<file path="src/sv/rebd_pkg.sv">
// ----------------------------------------------------------------------------
// rebd_pkg
// Shared types and constants for the rotary encoder and button decoder.
// ----------------------------------------------------------------------------
`default_nettype none

package rebd_pkg;

    localparam int TIMER_WIDTH   = 16;
    localparam int CFG_WIDTH     = 16;
    localparam int CFG_IDX_WIDTH = 1;

    localparam logic [CFG_WIDTH-1:0] DEBOUNCE_RESET   = 16'd20;
    localparam logic [CFG_WIDTH-1:0] LONG_PRESS_RESET = 16'd600;

    typedef enum logic [CFG_IDX_WIDTH-1:0] {
        REG_DEBOUNCE   = 1'd0,
        REG_LONG_PRESS = 1'd1
    } t_reg_idx;

    typedef enum logic [1:0] {
        OP_TICK   = 2'd0,
        OP_QUAD   = 2'd1,
        OP_BUTTON = 2'd2,
        OP_READ   = 2'd3
    } t_op;

    typedef enum logic [2:0] {
        EV_NONE  = 3'd0,
        EV_SHORT = 3'd1,
        EV_LONG  = 3'd2,
        EV_RIGHT = 3'd3,
        EV_LEFT  = 3'd4
    } t_event;

    // full-step quadrature states, one-hot
    typedef enum logic [6:0] {
        Q_START = 7'b0000001,
        Q_CWF   = 7'b0000010,
        Q_CWB   = 7'b0000100,
        Q_CWN   = 7'b0001000,
        Q_CCWB  = 7'b0010000,
        Q_CCWF  = 7'b0100000,
        Q_CCWN  = 7'b1000000
    } t_quad;

    typedef struct packed {
        logic cw;
        logic ccw;
    } t_quad_emit;

    typedef struct packed {
        t_op  op;
        logic pin_a;
        logic pin_b;
        logic button_level;
    } t_in_word;

endpackage

`default_nettype wire

</file>
<file path="src/sv/rebd_quad.sv">
// ----------------------------------------------------------------------------
// rebd_quad
// Full-step quadrature transition table with step-complete outputs.
// ----------------------------------------------------------------------------
`default_nettype none

module rebd_quad (
    input  var rebd_pkg::t_quad      i_state,
    input  wire logic [1:0]          i_pins,    // {B,A}
    output     rebd_pkg::t_quad      o_state,
    output     rebd_pkg::t_quad_emit o_emit
);

    always_comb begin
        o_state    = rebd_pkg::Q_START;
        o_emit.cw  = 1'b0;
        o_emit.ccw = 1'b0;
        case (i_state)
            rebd_pkg::Q_CWF: begin
                case (i_pins)
                    2'b00:   o_state = rebd_pkg::Q_CWN;
                    2'b10:   o_state = rebd_pkg::Q_CWF;
                    2'b11:   o_emit.cw = 1'b1;
                    default: o_state = rebd_pkg::Q_START;
                endcase
            end
            rebd_pkg::Q_CWB: begin
                case (i_pins)
                    2'b00:   o_state = rebd_pkg::Q_CWN;
                    2'b01:   o_state = rebd_pkg::Q_CWB;
                    default: o_state = rebd_pkg::Q_START;
                endcase
            end
            rebd_pkg::Q_CWN: begin
                case (i_pins)
                    2'b00:   o_state = rebd_pkg::Q_CWN;
                    2'b01:   o_state = rebd_pkg::Q_CWB;
                    2'b10:   o_state = rebd_pkg::Q_CWF;
                    default: o_state = rebd_pkg::Q_START;
                endcase
            end
            rebd_pkg::Q_CCWB: begin
                case (i_pins)
                    2'b00:   o_state = rebd_pkg::Q_CCWN;
                    2'b10:   o_state = rebd_pkg::Q_CCWB;
                    default: o_state = rebd_pkg::Q_START;
                endcase
            end
            rebd_pkg::Q_CCWF: begin
                case (i_pins)
                    2'b00:   o_state = rebd_pkg::Q_CCWN;
                    2'b01:   o_state = rebd_pkg::Q_CCWF;
                    2'b11:   o_emit.ccw = 1'b1;
                    default: o_state = rebd_pkg::Q_START;
                endcase
            end
            rebd_pkg::Q_CCWN: begin
                case (i_pins)
                    2'b00:   o_state = rebd_pkg::Q_CCWN;
                    2'b01:   o_state = rebd_pkg::Q_CCWF;
                    2'b10:   o_state = rebd_pkg::Q_CCWB;
                    default: o_state = rebd_pkg::Q_START;
                endcase
            end
            default: begin
                case (i_pins)
                    2'b01:   o_state = rebd_pkg::Q_CWB;
                    2'b10:   o_state = rebd_pkg::Q_CCWB;
                    default: o_state = rebd_pkg::Q_START;
                endcase
            end
        endcase
    end

endmodule

`default_nettype wire

</file>
<file path="src/sv/rebd_core.sv">
// ----------------------------------------------------------------------------
// rebd_core
// Decoder state: quadrature tracker, sticky flags, button press timing and
// event priority on read. Processes one word per enabled cycle.
// ----------------------------------------------------------------------------
`default_nettype none

module rebd_core #(
    parameter int TIMER_WIDTH = rebd_pkg::TIMER_WIDTH
) (
    input  wire logic                              i_clk,
    input  wire logic                              i_rst_n,
    input  wire logic                              i_en,
    input  var  rebd_pkg::t_in_word                i_word,
    input  wire logic [rebd_pkg::CFG_WIDTH-1:0]    i_debounce,
    input  wire logic [rebd_pkg::CFG_WIDTH-1:0]    i_long_press,
    output      rebd_pkg::t_event                  o_event
);

    localparam int CMP_WIDTH = (TIMER_WIDTH > rebd_pkg::CFG_WIDTH) ?
                               TIMER_WIDTH : rebd_pkg::CFG_WIDTH;

    rebd_pkg::t_quad      r_quad, n_quad, w_quad_next;
    rebd_pkg::t_quad_emit w_emit;
    logic                 r_right, n_right;
    logic                 r_left, n_left;
    logic                 r_short, n_short;
    logic                 r_armed, n_armed;
    logic                 r_was_pressed, n_was_pressed;
    logic [TIMER_WIDTH-1:0] r_elapsed, n_elapsed;

    logic [CMP_WIDTH-1:0] w_el, w_deb, w_lp;

    assign w_el  = CMP_WIDTH'(r_elapsed);
    assign w_deb = CMP_WIDTH'(i_debounce);
    assign w_lp  = CMP_WIDTH'(i_long_press);

    rebd_quad u_quad (
        .i_state (r_quad),
        .i_pins  ({i_word.pin_b, i_word.pin_a}),
        .o_state (w_quad_next),
        .o_emit  (w_emit)
    );

    always_comb begin
        n_quad        = r_quad;
        n_right       = r_right;
        n_left        = r_left;
        n_short       = r_short;
        n_armed       = r_armed;
        n_was_pressed = r_was_pressed;
        n_elapsed     = r_elapsed;
        o_event       = rebd_pkg::EV_NONE;
        case (i_word.op)
            rebd_pkg::OP_TICK: begin
                if (r_elapsed != {TIMER_WIDTH{1'b1}}) begin
                    n_elapsed = r_elapsed + 1'b1;
                end
            end
            rebd_pkg::OP_QUAD: begin
                n_quad = w_quad_next;
                if (w_emit.cw) begin
                    n_right = 1'b1;
                end else if (w_emit.ccw) begin
                    n_left = 1'b1;
                end
                n_elapsed = '0;
            end
            rebd_pkg::OP_BUTTON: begin
                if (w_el >= w_deb) begin
                    if (!r_was_pressed) begin
                        n_armed = 1'b1;
                    end else if (w_el <= w_lp && r_armed) begin
                        n_short = 1'b1;
                        n_armed = 1'b0;
                    end
                    n_was_pressed = ~i_word.button_level;
                    n_elapsed     = '0;
                end
            end
            rebd_pkg::OP_READ: begin
                if (r_short) begin
                    n_short = 1'b0;
                    o_event = rebd_pkg::EV_SHORT;
                end else if (r_armed && w_el >= w_lp) begin
                    n_armed = 1'b0;
                    o_event = rebd_pkg::EV_LONG;
                end else if (r_right) begin
                    n_right = 1'b0;
                    o_event = rebd_pkg::EV_RIGHT;
                end else if (r_left) begin
                    n_left  = 1'b0;
                    o_event = rebd_pkg::EV_LEFT;
                end
            end
            default: begin
                o_event = rebd_pkg::EV_NONE;
            end
        endcase
    end

    always_ff @(posedge i_clk) begin
        if (!i_rst_n) begin
            r_quad        <= rebd_pkg::Q_START;
            r_right       <= 1'b0;
            r_left        <= 1'b0;
            r_short       <= 1'b0;
            r_armed       <= 1'b0;
            r_was_pressed <= 1'b0;
            r_elapsed     <= '0;
        end else if (i_en) begin
            r_quad        <= n_quad;
            r_right       <= n_right;
            r_left        <= n_left;
            r_short       <= n_short;
            r_armed       <= n_armed;
            r_was_pressed <= n_was_pressed;
            r_elapsed     <= n_elapsed;
        end
    end

endmodule

`default_nettype wire

</file>
<file path="src/sv/rotary_encoder_button_decoder.sv">
// ----------------------------------------------------------------------------
// rotary_encoder_button_decoder
// Rotary encoder and push-button event decoder with valid/stall channels.
// ----------------------------------------------------------------------------
// Takes one word per clock cycle while o_in_stall is low, and returns exactly
// one event word per input word: the accepting edge loads the input register,
// and once the result register is free, the whole state update (quadrature
// table, flags, press timer, read priority) runs in a single pass into the
// result register. The input side keeps accepting while a result waits, as
// long as the result register is free or being drained in the same cycle.
// Configuration writes take effect on the next word and should be made only
// while the block is idle.
// ----------------------------------------------------------------------------
`default_nettype none

module rotary_encoder_button_decoder #(
    parameter int TIMER_WIDTH = rebd_pkg::TIMER_WIDTH
) (
    input  wire logic                                 i_clk,
    input  wire logic                                 i_rst_n,
    input  wire logic                                 i_cfg_we,
    input  wire logic [rebd_pkg::CFG_IDX_WIDTH-1:0]   i_cfg_idx,
    input  wire logic [rebd_pkg::CFG_WIDTH-1:0]       i_cfg_data,
    input  wire logic                                 i_in_valid,
    output      logic                                 o_in_stall,
    input  wire logic [1:0]                           i_op,
    input  wire logic                                 i_pin_a,
    input  wire logic                                 i_pin_b,
    input  wire logic                                 i_button_level,
    output      logic                                 o_out_valid,
    input  wire logic                                 i_out_stall,
    output      logic [2:0]                           o_event_res
);

    logic [rebd_pkg::CFG_WIDTH-1:0] r_debounce;
    logic [rebd_pkg::CFG_WIDTH-1:0] r_long_press;

    rebd_pkg::t_in_word r_word;
    logic               r_word_valid;
    rebd_pkg::t_event   r_event;
    logic               r_out_valid;

    rebd_pkg::t_event   w_event;
    logic               w_out_free;
    logic               w_advance;

    assign w_out_free = ~r_out_valid | ~i_out_stall;
    assign w_advance  = r_word_valid & w_out_free;
    assign o_in_stall = r_word_valid & ~w_out_free;

    always_ff @(posedge i_clk) begin
        if (!i_rst_n) begin
            r_debounce   <= rebd_pkg::DEBOUNCE_RESET;
            r_long_press <= rebd_pkg::LONG_PRESS_RESET;
        end else if (i_cfg_we) begin
            case (rebd_pkg::t_reg_idx'(i_cfg_idx))
                rebd_pkg::REG_DEBOUNCE:   r_debounce   <= i_cfg_data;
                rebd_pkg::REG_LONG_PRESS: r_long_press <= i_cfg_data;
                default: begin
                    r_debounce <= r_debounce;
                end
            endcase
        end
    end

    always_ff @(posedge i_clk) begin
        if (!i_rst_n) begin
            r_word_valid <= 1'b0;
        end else if (!o_in_stall) begin
            r_word_valid <= i_in_valid;
        end
    end

    always_ff @(posedge i_clk) begin
        if (!o_in_stall && i_in_valid) begin
            r_word.op           <= rebd_pkg::t_op'(i_op);
            r_word.pin_a        <= i_pin_a;
            r_word.pin_b        <= i_pin_b;
            r_word.button_level <= i_button_level;
        end
    end

    rebd_core #(
        .TIMER_WIDTH (TIMER_WIDTH)
    ) u_core (
        .i_clk        (i_clk),
        .i_rst_n      (i_rst_n),
        .i_en         (w_advance),
        .i_word       (r_word),
        .i_debounce   (r_debounce),
        .i_long_press (r_long_press),
        .o_event      (w_event)
    );

    always_ff @(posedge i_clk) begin
        if (!i_rst_n) begin
            r_out_valid <= 1'b0;
        end else if (w_out_free) begin
            r_out_valid <= r_word_valid;
        end
    end

    always_ff @(posedge i_clk) begin
        if (w_advance) begin
            r_event <= w_event;
        end
    end

    assign o_out_valid = r_out_valid;
    assign o_event_res = r_event;

endmodule

`default_nettype wire

</file>
<file path="config.mk">
export PLATFORM = sky130hd
export DESIGN_NAME = rotary_encoder_button_decoder
export DESIGN_NICKNAME = d
export VERILOG_FILES = /design/src/sv/rebd_pkg.sv /design/src/sv/rebd_quad.sv /design/src/sv/rebd_core.sv /design/src/sv/rotary_encoder_button_decoder.sv
export SDC_FILE = /design/constraint.sdc
export NUM_CORES = 1
export LEC_CHECK = 0
export ABC_AREA = 1
export BUFFER_PORTS_ARGS = -buffer_cell sky130_fd_sc_hd__buf_2
export CORE_MARGIN = 4
export CORE_UTILIZATION = 45
export DETAILED_ROUTE_END_ITERATION = 16
export GPL_ROUTABILITY_DRIVEN = 0
export HOLD_SLACK_MARGIN = 0.15
export PLACE_DENSITY = 0.66
export SLEW_MARGIN = 30
export SYNTH_ARGS = -nofsm -noshare
export SYNTH_HDL_FRONTEND = slang
export SYNTH_SLANG_ARGS = --single-unit
</file>
<file path="constraint.sdc">
create_clock -name i_clk -period 2.9 [get_ports i_clk]
set_input_delay 0.435 -clock i_clk [delete_from_list [all_inputs] [get_ports i_clk]]
set_output_delay 0.435 -clock i_clk [all_outputs]
set_load 0.1 [all_outputs]
</file>
# After elaboration in Yosys (flattened, before gate mapping)

Cells that the tools add are included.

Add/sub/neg operators: 1
$lt $le $gt $ge: 3
Equality and inequality tests: 25
Mux-type cells: 38
Bitwise operators: 9
Reductions and logical operators: 20

Operators by type and width:

| kind                                                   | count |
|---|---|
| one-hot mux 16 bit (3 select lines)                    | 1 |
| one-hot mux 7 bit (6 select lines)                     | 1 |
| >= comparator 16 bit                                   | 2 |
| two-way mux 16 bit                                     | 2 |
| one-hot mux 7 bit (2 select lines)                     | 2 |
| one-hot mux 7 bit (3 select lines)                     | 1 |
| two-way mux 1 bit                                      | 20 |
| adder 16 x 1 -> 16 bit (second input constant)         | 1 |
| <= comparator 16 bit                                   | 1 |
| inequality test 16 bit (second input constant)         | 1 |
| one-hot mux 4 bit (2 select lines)                     | 2 |
| inequality test 2 bit (second input constant)          | 6 |
| one-hot mux 4 bit (3 select lines)                     | 1 |
| inequality test 2 x 1 -> 1 bit (second input constant) | 5 |
| one-hot mux 5 bit (2 select lines)                     | 1 |
| AND reduction 5 bit                                    | 2 |
| == test 2 bit (second input constant)                  | 4 |
| one-hot mux 1 bit (2 select lines)                     | 4 |
| == test 7 x 2 -> 1 bit (second input constant)         | 1 |
| == test 7 x 3 -> 1 bit (second input constant)         | 1 |
| == test 7 x 4 -> 1 bit (second input constant)         | 1 |
| == test 7 x 5 -> 1 bit (second input constant)         | 1 |
| == test 7 x 6 -> 1 bit (second input constant)         | 1 |
| == test 7 bit (second input constant)                  | 1 |
| 19 further kinds                                       | 33 |

Flip-flop bits (word level): 70
Input port bits: 27

# Depth between registers and ports, before layout

Word-level depth: 6
Gate-level depth with buffers: 18
Depth with buffers taken out: 18

# By module

Synthesis repeated with hierarchy kept, for this count alone.

Cells, all modules: 656
Area, all modules: 4501.8 um2

Modules (own cells, without submodules):

| module                        | instances | cells an instance | area an instance (um2) | seq. area each (um2) |
|---|---|---|---|---|
| rebd_core                     | 1         | 385               | 2514.9                 | 560.5 |
| rotary_encoder_button_decoder | 1         | 192               | 1561.5                 | 920.9 |
| rebd_quad                     | 1         | 79                | 425.4                  | 0.0 |

# Worst setup path before layout

Ideal clock, no wire load.

Kind: reg-to-reg
Start: register r_out_valid (netlist: o_out_valid)
End: register r_word[0] in the netlist's numbering (enable)
Setup time: 258 ps
Arrival: 2824 ps
Slack: -182 ps
Cell stages (with the launch flop): 6
Period minus slack after synthesis: 3082 ps
Path through: dfxtp_1 nand2_1 nor2_1 inv_1 nand2_1 inv_1

Cells in the longest elaborated chain, start to end: 6

Ends and longest elaborated chain:

| item                   | RTL line                            | source |
|---|---|---|
| start, declared        | rotary_encoder_button_decoder.sv:41 | `logic r_out_valid;` |
| start signal, assigned | rotary_encoder_button_decoder.sv:99 | `r_out_valid <= r_word_valid;` |
| NOT 1 bit              | rotary_encoder_button_decoder.sv:47 | `assign w_out_free = ~r_out_valid \| ~i_out_stall;` |
| bitwise OR 1 bit       | rotary_encoder_button_decoder.sv:47 |  |
| NOT 1 bit              | rotary_encoder_button_decoder.sv:49 | `assign o_in_stall = r_word_valid & ~w_out_free;` |
| AND 1 bit              | rotary_encoder_button_decoder.sv:49 |  |
| via o_in_stall         | rotary_encoder_button_decoder.sv:25 | `output logic o_in_stall,` |
| zero test 1 bit        | rotary_encoder_button_decoder.sv:75 | `if (!o_in_stall && i_in_valid) begin` |
| logical AND 1 bit      | rotary_encoder_button_decoder.sv:75 |  |
| end, declared          | rotary_encoder_button_decoder.sv:38 | `rebd_pkg::t_in_word r_word;` |

The timed path passes the listed nets, and every way through them passes these cells.
A chain may end at the register's enable or synchronous reset.

# Final worst setup path

Start: register u_core.r_elapsed[11]
End: register u_core.r_elapsed[6]

Cells in the longest elaborated chain, start to end: 3
Elaborated cells on any way between the ends: 5
Classes of those cells: order compare: 1; eq/ne: 3; reduce/logical: 1

Ends and longest elaborated chain:

| item                                                                  | RTL line                         | source |
|---|---|---|
| start, declared                                                       | rebd_core.sv:30                  | `logic [TIMER_WIDTH-1:0] r_elapsed, n_elapsed;` |
| start signal, assigned                                                | rebd_core.sv:118                 | `r_elapsed <= n_elapsed;` |
| >= comparator 16 bit / inequality test 16 bit (equally long branches) | rebd_core.sv:70, rebd_core.sv:56 |  |
| inequality test 2 x 1 -> 1 bit (no line)                              | --                               |  |
| AND reduction 4 bit (no line) *                                       | --                               |  |

Every way passes the cells marked *; elsewhere a longest branch is shown, timed or not.

==> metrics.md <==
| Metric | Value |
|---|---|
| Fraction of registers with async set/reset | 0 |
| Yosys top cell area share | 0.3003 |
| DRC errors left | 0 |
| Clk_lat worst skew | 340 ps |
| Cell variety after synth | 43 |
| Leakage | 2.098 nW |
| Post-synth top area cell | dfxtp_1 |
| Synth top area cells | dfxtp_1 30%, ha_1 14%, nand2_1 9.8% |
| Synth Register Bits | 70 |
| P_int | 1.601 mW |
| RSZ-0062 raised after global routing | no |
| Mapped Cells | roughly 550 |
| Worst setup EP type | flop |
| DR vias/cell | roughly 5.2 |
| Min cycle time layout | approximately 2200 ps |
| Yosys synthesis warning count | 0 |
| Antenna Nets Post-Route | 0 |
| Clk root buf | clkbuf_8 |
| Most used flip-flop cell after synthesis | dfxtp_1 |
| Hold_sp | i_pin_a |
| P per Cell Area | 472.9 nW/um^2 |
| Critical Path AT | approximately 2500 ps |
| Die Width | 103.8 um |
| Power Total | around 2.2 mW |
| PortBufs | 31 |
| R2r endpoint | u_core.r_elapsed[6] |
| Final net count | 658 |
| Routed via count | 3645 |
| Synth Net Count | ~630 |
| Kind of critical path | flop to flop |
| First-pass GRT wire length | around 16000 um |
| Combinational Power Share | 0.117 |
| Max Clk Rate | 452.3 MHz |
| Routed length per placed instance | 13.01 um |
| Fillers | 843 |
| Commonest cells post-synth | 108 x nand2_1, 78 x inv_1, 65 x a21oi_1 |
| Core region area | 8848 sq um |
| Peak supply drop | roughly 230 uV |
| Total gr overflow | 0 |
| Full die area | 10780 sq um |
| Clock power frac | 0.405 |
| Synthesized area | between 4000 and 5000 sq um |
| Num CTS Buffers | 9 |
| Post-synth EDFFs | 8 |
| Largest fanout on the critical path | 18 |
| Hold Path Sink | r_word[2] |
| CTS tree | done |
| CTS resizes | 0 |
| Detailed Place HPWL | 6856 um |
| IO Pins | 32 |
| Sequential area share after synthesis | 0.3585 |
| Psw | 0.5741 mW |
| Ant. Diodes | 0 |
| # setup viols final | 0 |
| Row cnt | 34 |
| Worst Tran Pin Value | approximately 700 ps |
| Vias in the first global route | 3440 |
| Critical-path cell list | ha_1, a21oi_1, o21ai_0, a21oi_1, nand4_1, nand2_4, inv_4, nand2_8, nand2_8, clkinv_4, nand2_1, nor2_2 |
| Number of clock sinks | 70 |
| Max Root-Sink Buffers | 2 |
| 1st-iter DRT viols | around 310 |
| CP max stage delay | 520 ps |
| Most common cell in the netlist | nand2_1 |
| Slew Limit Fails | 0 |
| Die H | 103.8 um |
| Crit-path slowest cell | dfxtp_1 |
| Max-Slew Margin vs Limit | 0.5186 |
| Area growth, synth to finish | 11.29% |
| Max Cap Violations | 0 |
| Initial antenna violation count | 0 |
| Skew final | 13.33 ps |
| Overall routing resource usage | 0.1719 |
| Crit path launch type | flop |
| Reg2reg path depth | 12 |
| H-tree Lvls | 3 |
| Setup bufs post-CTS | 0 |
| Syn Area/Cell | between 7 and 8 sq um |
| Worst R2R Setup Slack | 690 ps |
| Status | finished clean |
| Clk slew on worst S/H paths | 80 ps |
| Worst r2r src | u_core.r_elapsed[11] |
| Fin. Hold Viols | 0 |
| Post-CTS Hold Fix Bufs | 0 |
| Starting Density | 0.4671 |
| Pre-antenna DRT Iters | 5 |
| Sw Share | 0.2639 |
| Share of layout cells above drive strength 1 | 0.1169 |
| Maximum number of pins on one net before global-route repair | 39 |
| Sequential share of power | 0.478 |
| Setup TNS Final | 0 ps |
| Final worst path period share | 0.7623 |
| Hold Crit Depth | 1 |
| WP data required | between 3000 and 4000 ps |
| Drt total wl | 9078 um |
| HP Class | primary input to flop |
## power groups by stage
stage	clock network (mW)	registers (mW)	logic, mW
global route	0.935	1.04	0.289
finish	0.881	1.04	0.254
detailed placement	0	1.06	0.254
global placement	0	1.06	0.246
floorplan	0	1.08	0.172
CTS	0.903	1.04	0.256
## registers in the layout, indices dropped and copies added, names as in the netlist
name                  flops
o_event_res               3
r_word                    5
u_core.r_elapsed         16
u_core.r_left             1
u_core.r_right            1
u_core.r_quad             7
u_core.r_was_pressed      1
r_word_valid              1
o_out_valid               1
u_core.r_armed            1
u_core.r_short            1
r_long_press             16
r_debounce               16
## metrics by stage
| stage | instance area [sq um] | setup slack [ps] | cells | util | hold WS, ps |
|---|---|---|---|---|---|
| CTS | 4599 | 727.5 | 698 | 0.5198 | 249.9 |
| global placement | 4372 | 815.3 | 682 | 0.4941 | 448.5 |
| global route | 4599 | 473.7 | 698 | 0.5198 | 253.6 |
| floorplan | 4135 | 308.7 | 554 | - | 434.8 |
| finish | 4599 | 689.2 | 698 | 0.5198 | 264.3 |
| detailed placement | 4372 | 754.6 | 682 | 0.4941 | 457.0 |
## area by class of cell
cell class              count  area, sq um  area share
clock buffers              12        176.4     0.03836
clock inverters             4        51.30     0.01115
inverters                  83        319.1     0.06937
multi-input cells         388         2266      0.4927
flip-flops and latches     70         1481      0.3221
well taps                 108        135.1     0.02938
repair buffers             33        170.2     0.03700
## how the worst max path moves through the flow
stage | startpoint | endpoint | slack, ps | cells after the start
floorplan | o_out_valid | r_word[0] | 310 | 5
global placement | u_core.r_elapsed[15] | u_core.r_elapsed[6] | 820 | 12
detailed placement | u_core.r_elapsed[11] | u_core.r_elapsed[6] | 750 | 12
CTS | u_core.r_elapsed[11] | u_core.r_elapsed[6] | 730 | 12
global route | u_core.r_elapsed[11] | u_core.r_elapsed[6] | 470 | 12
finish | u_core.r_elapsed[11] | u_core.r_elapsed[6] | 690 | 12
## per-layer routing
metal / track usage / wire, um / vias to the layer above
met4: 0.04938 / 119 / 0
met3: 0.03794 / 416 / 10
met1: 0.2142 / 4281 / 1658
met5: 0 / 0 / -
li1: - / - / 1892
met2: 0.2976 / 4262 / 85
## cells by family (layout without fill, tap and decap cells)
kind of cell | Yosys count | in the layout | share of synthesized area
adders and majority gates | 46 | 46 | 0.1393
AOI/OAI and AO/OA | 118 | 118 | 0.1535
and+or+nand+nor | 219 | 219 | 0.2443
xor gates and xnor gates | 5 | 5 | 0.01060
DFF | 70 | 70 | 0.3585
buffers and inverters | 96 | 132 | 0.09385
## worst max-delay path, delay by kind of cell (launching register included)
kind	cells	cell delay [ps]
AOI/OAI and AO/OA	3	440
adders and majority gates	1	330
buffers and inverters	2	200
DFF	1	520
and+or+nand+nor	6	650
## cell usage in the layout (no fill, tap or decap), types with 2 or more instances in the layout
cell type	count
nor3_1	13
buf_4	2
nand4_1	13
buf_2	31
edfxtp_1	8
ha_1	46
nand2_8	2
o2111ai_1	2
nand3b_1	2
inv_2	2
dfxtp_1	62
a21oi_1	65
o211ai_1	7
nand3_1	18
inv_1	78
nand2_2	3
nor2_1	46
xor2_1	3
nor2_2	3
clkinv_4	2
clkbuf_8	11
o21ai_0	37
nand2_1	108
o21bai_1	2
o21a_1	2
nor3b_2	2
xnor2_1	2
Note: power is estimated with default switching activity, not from simulation.
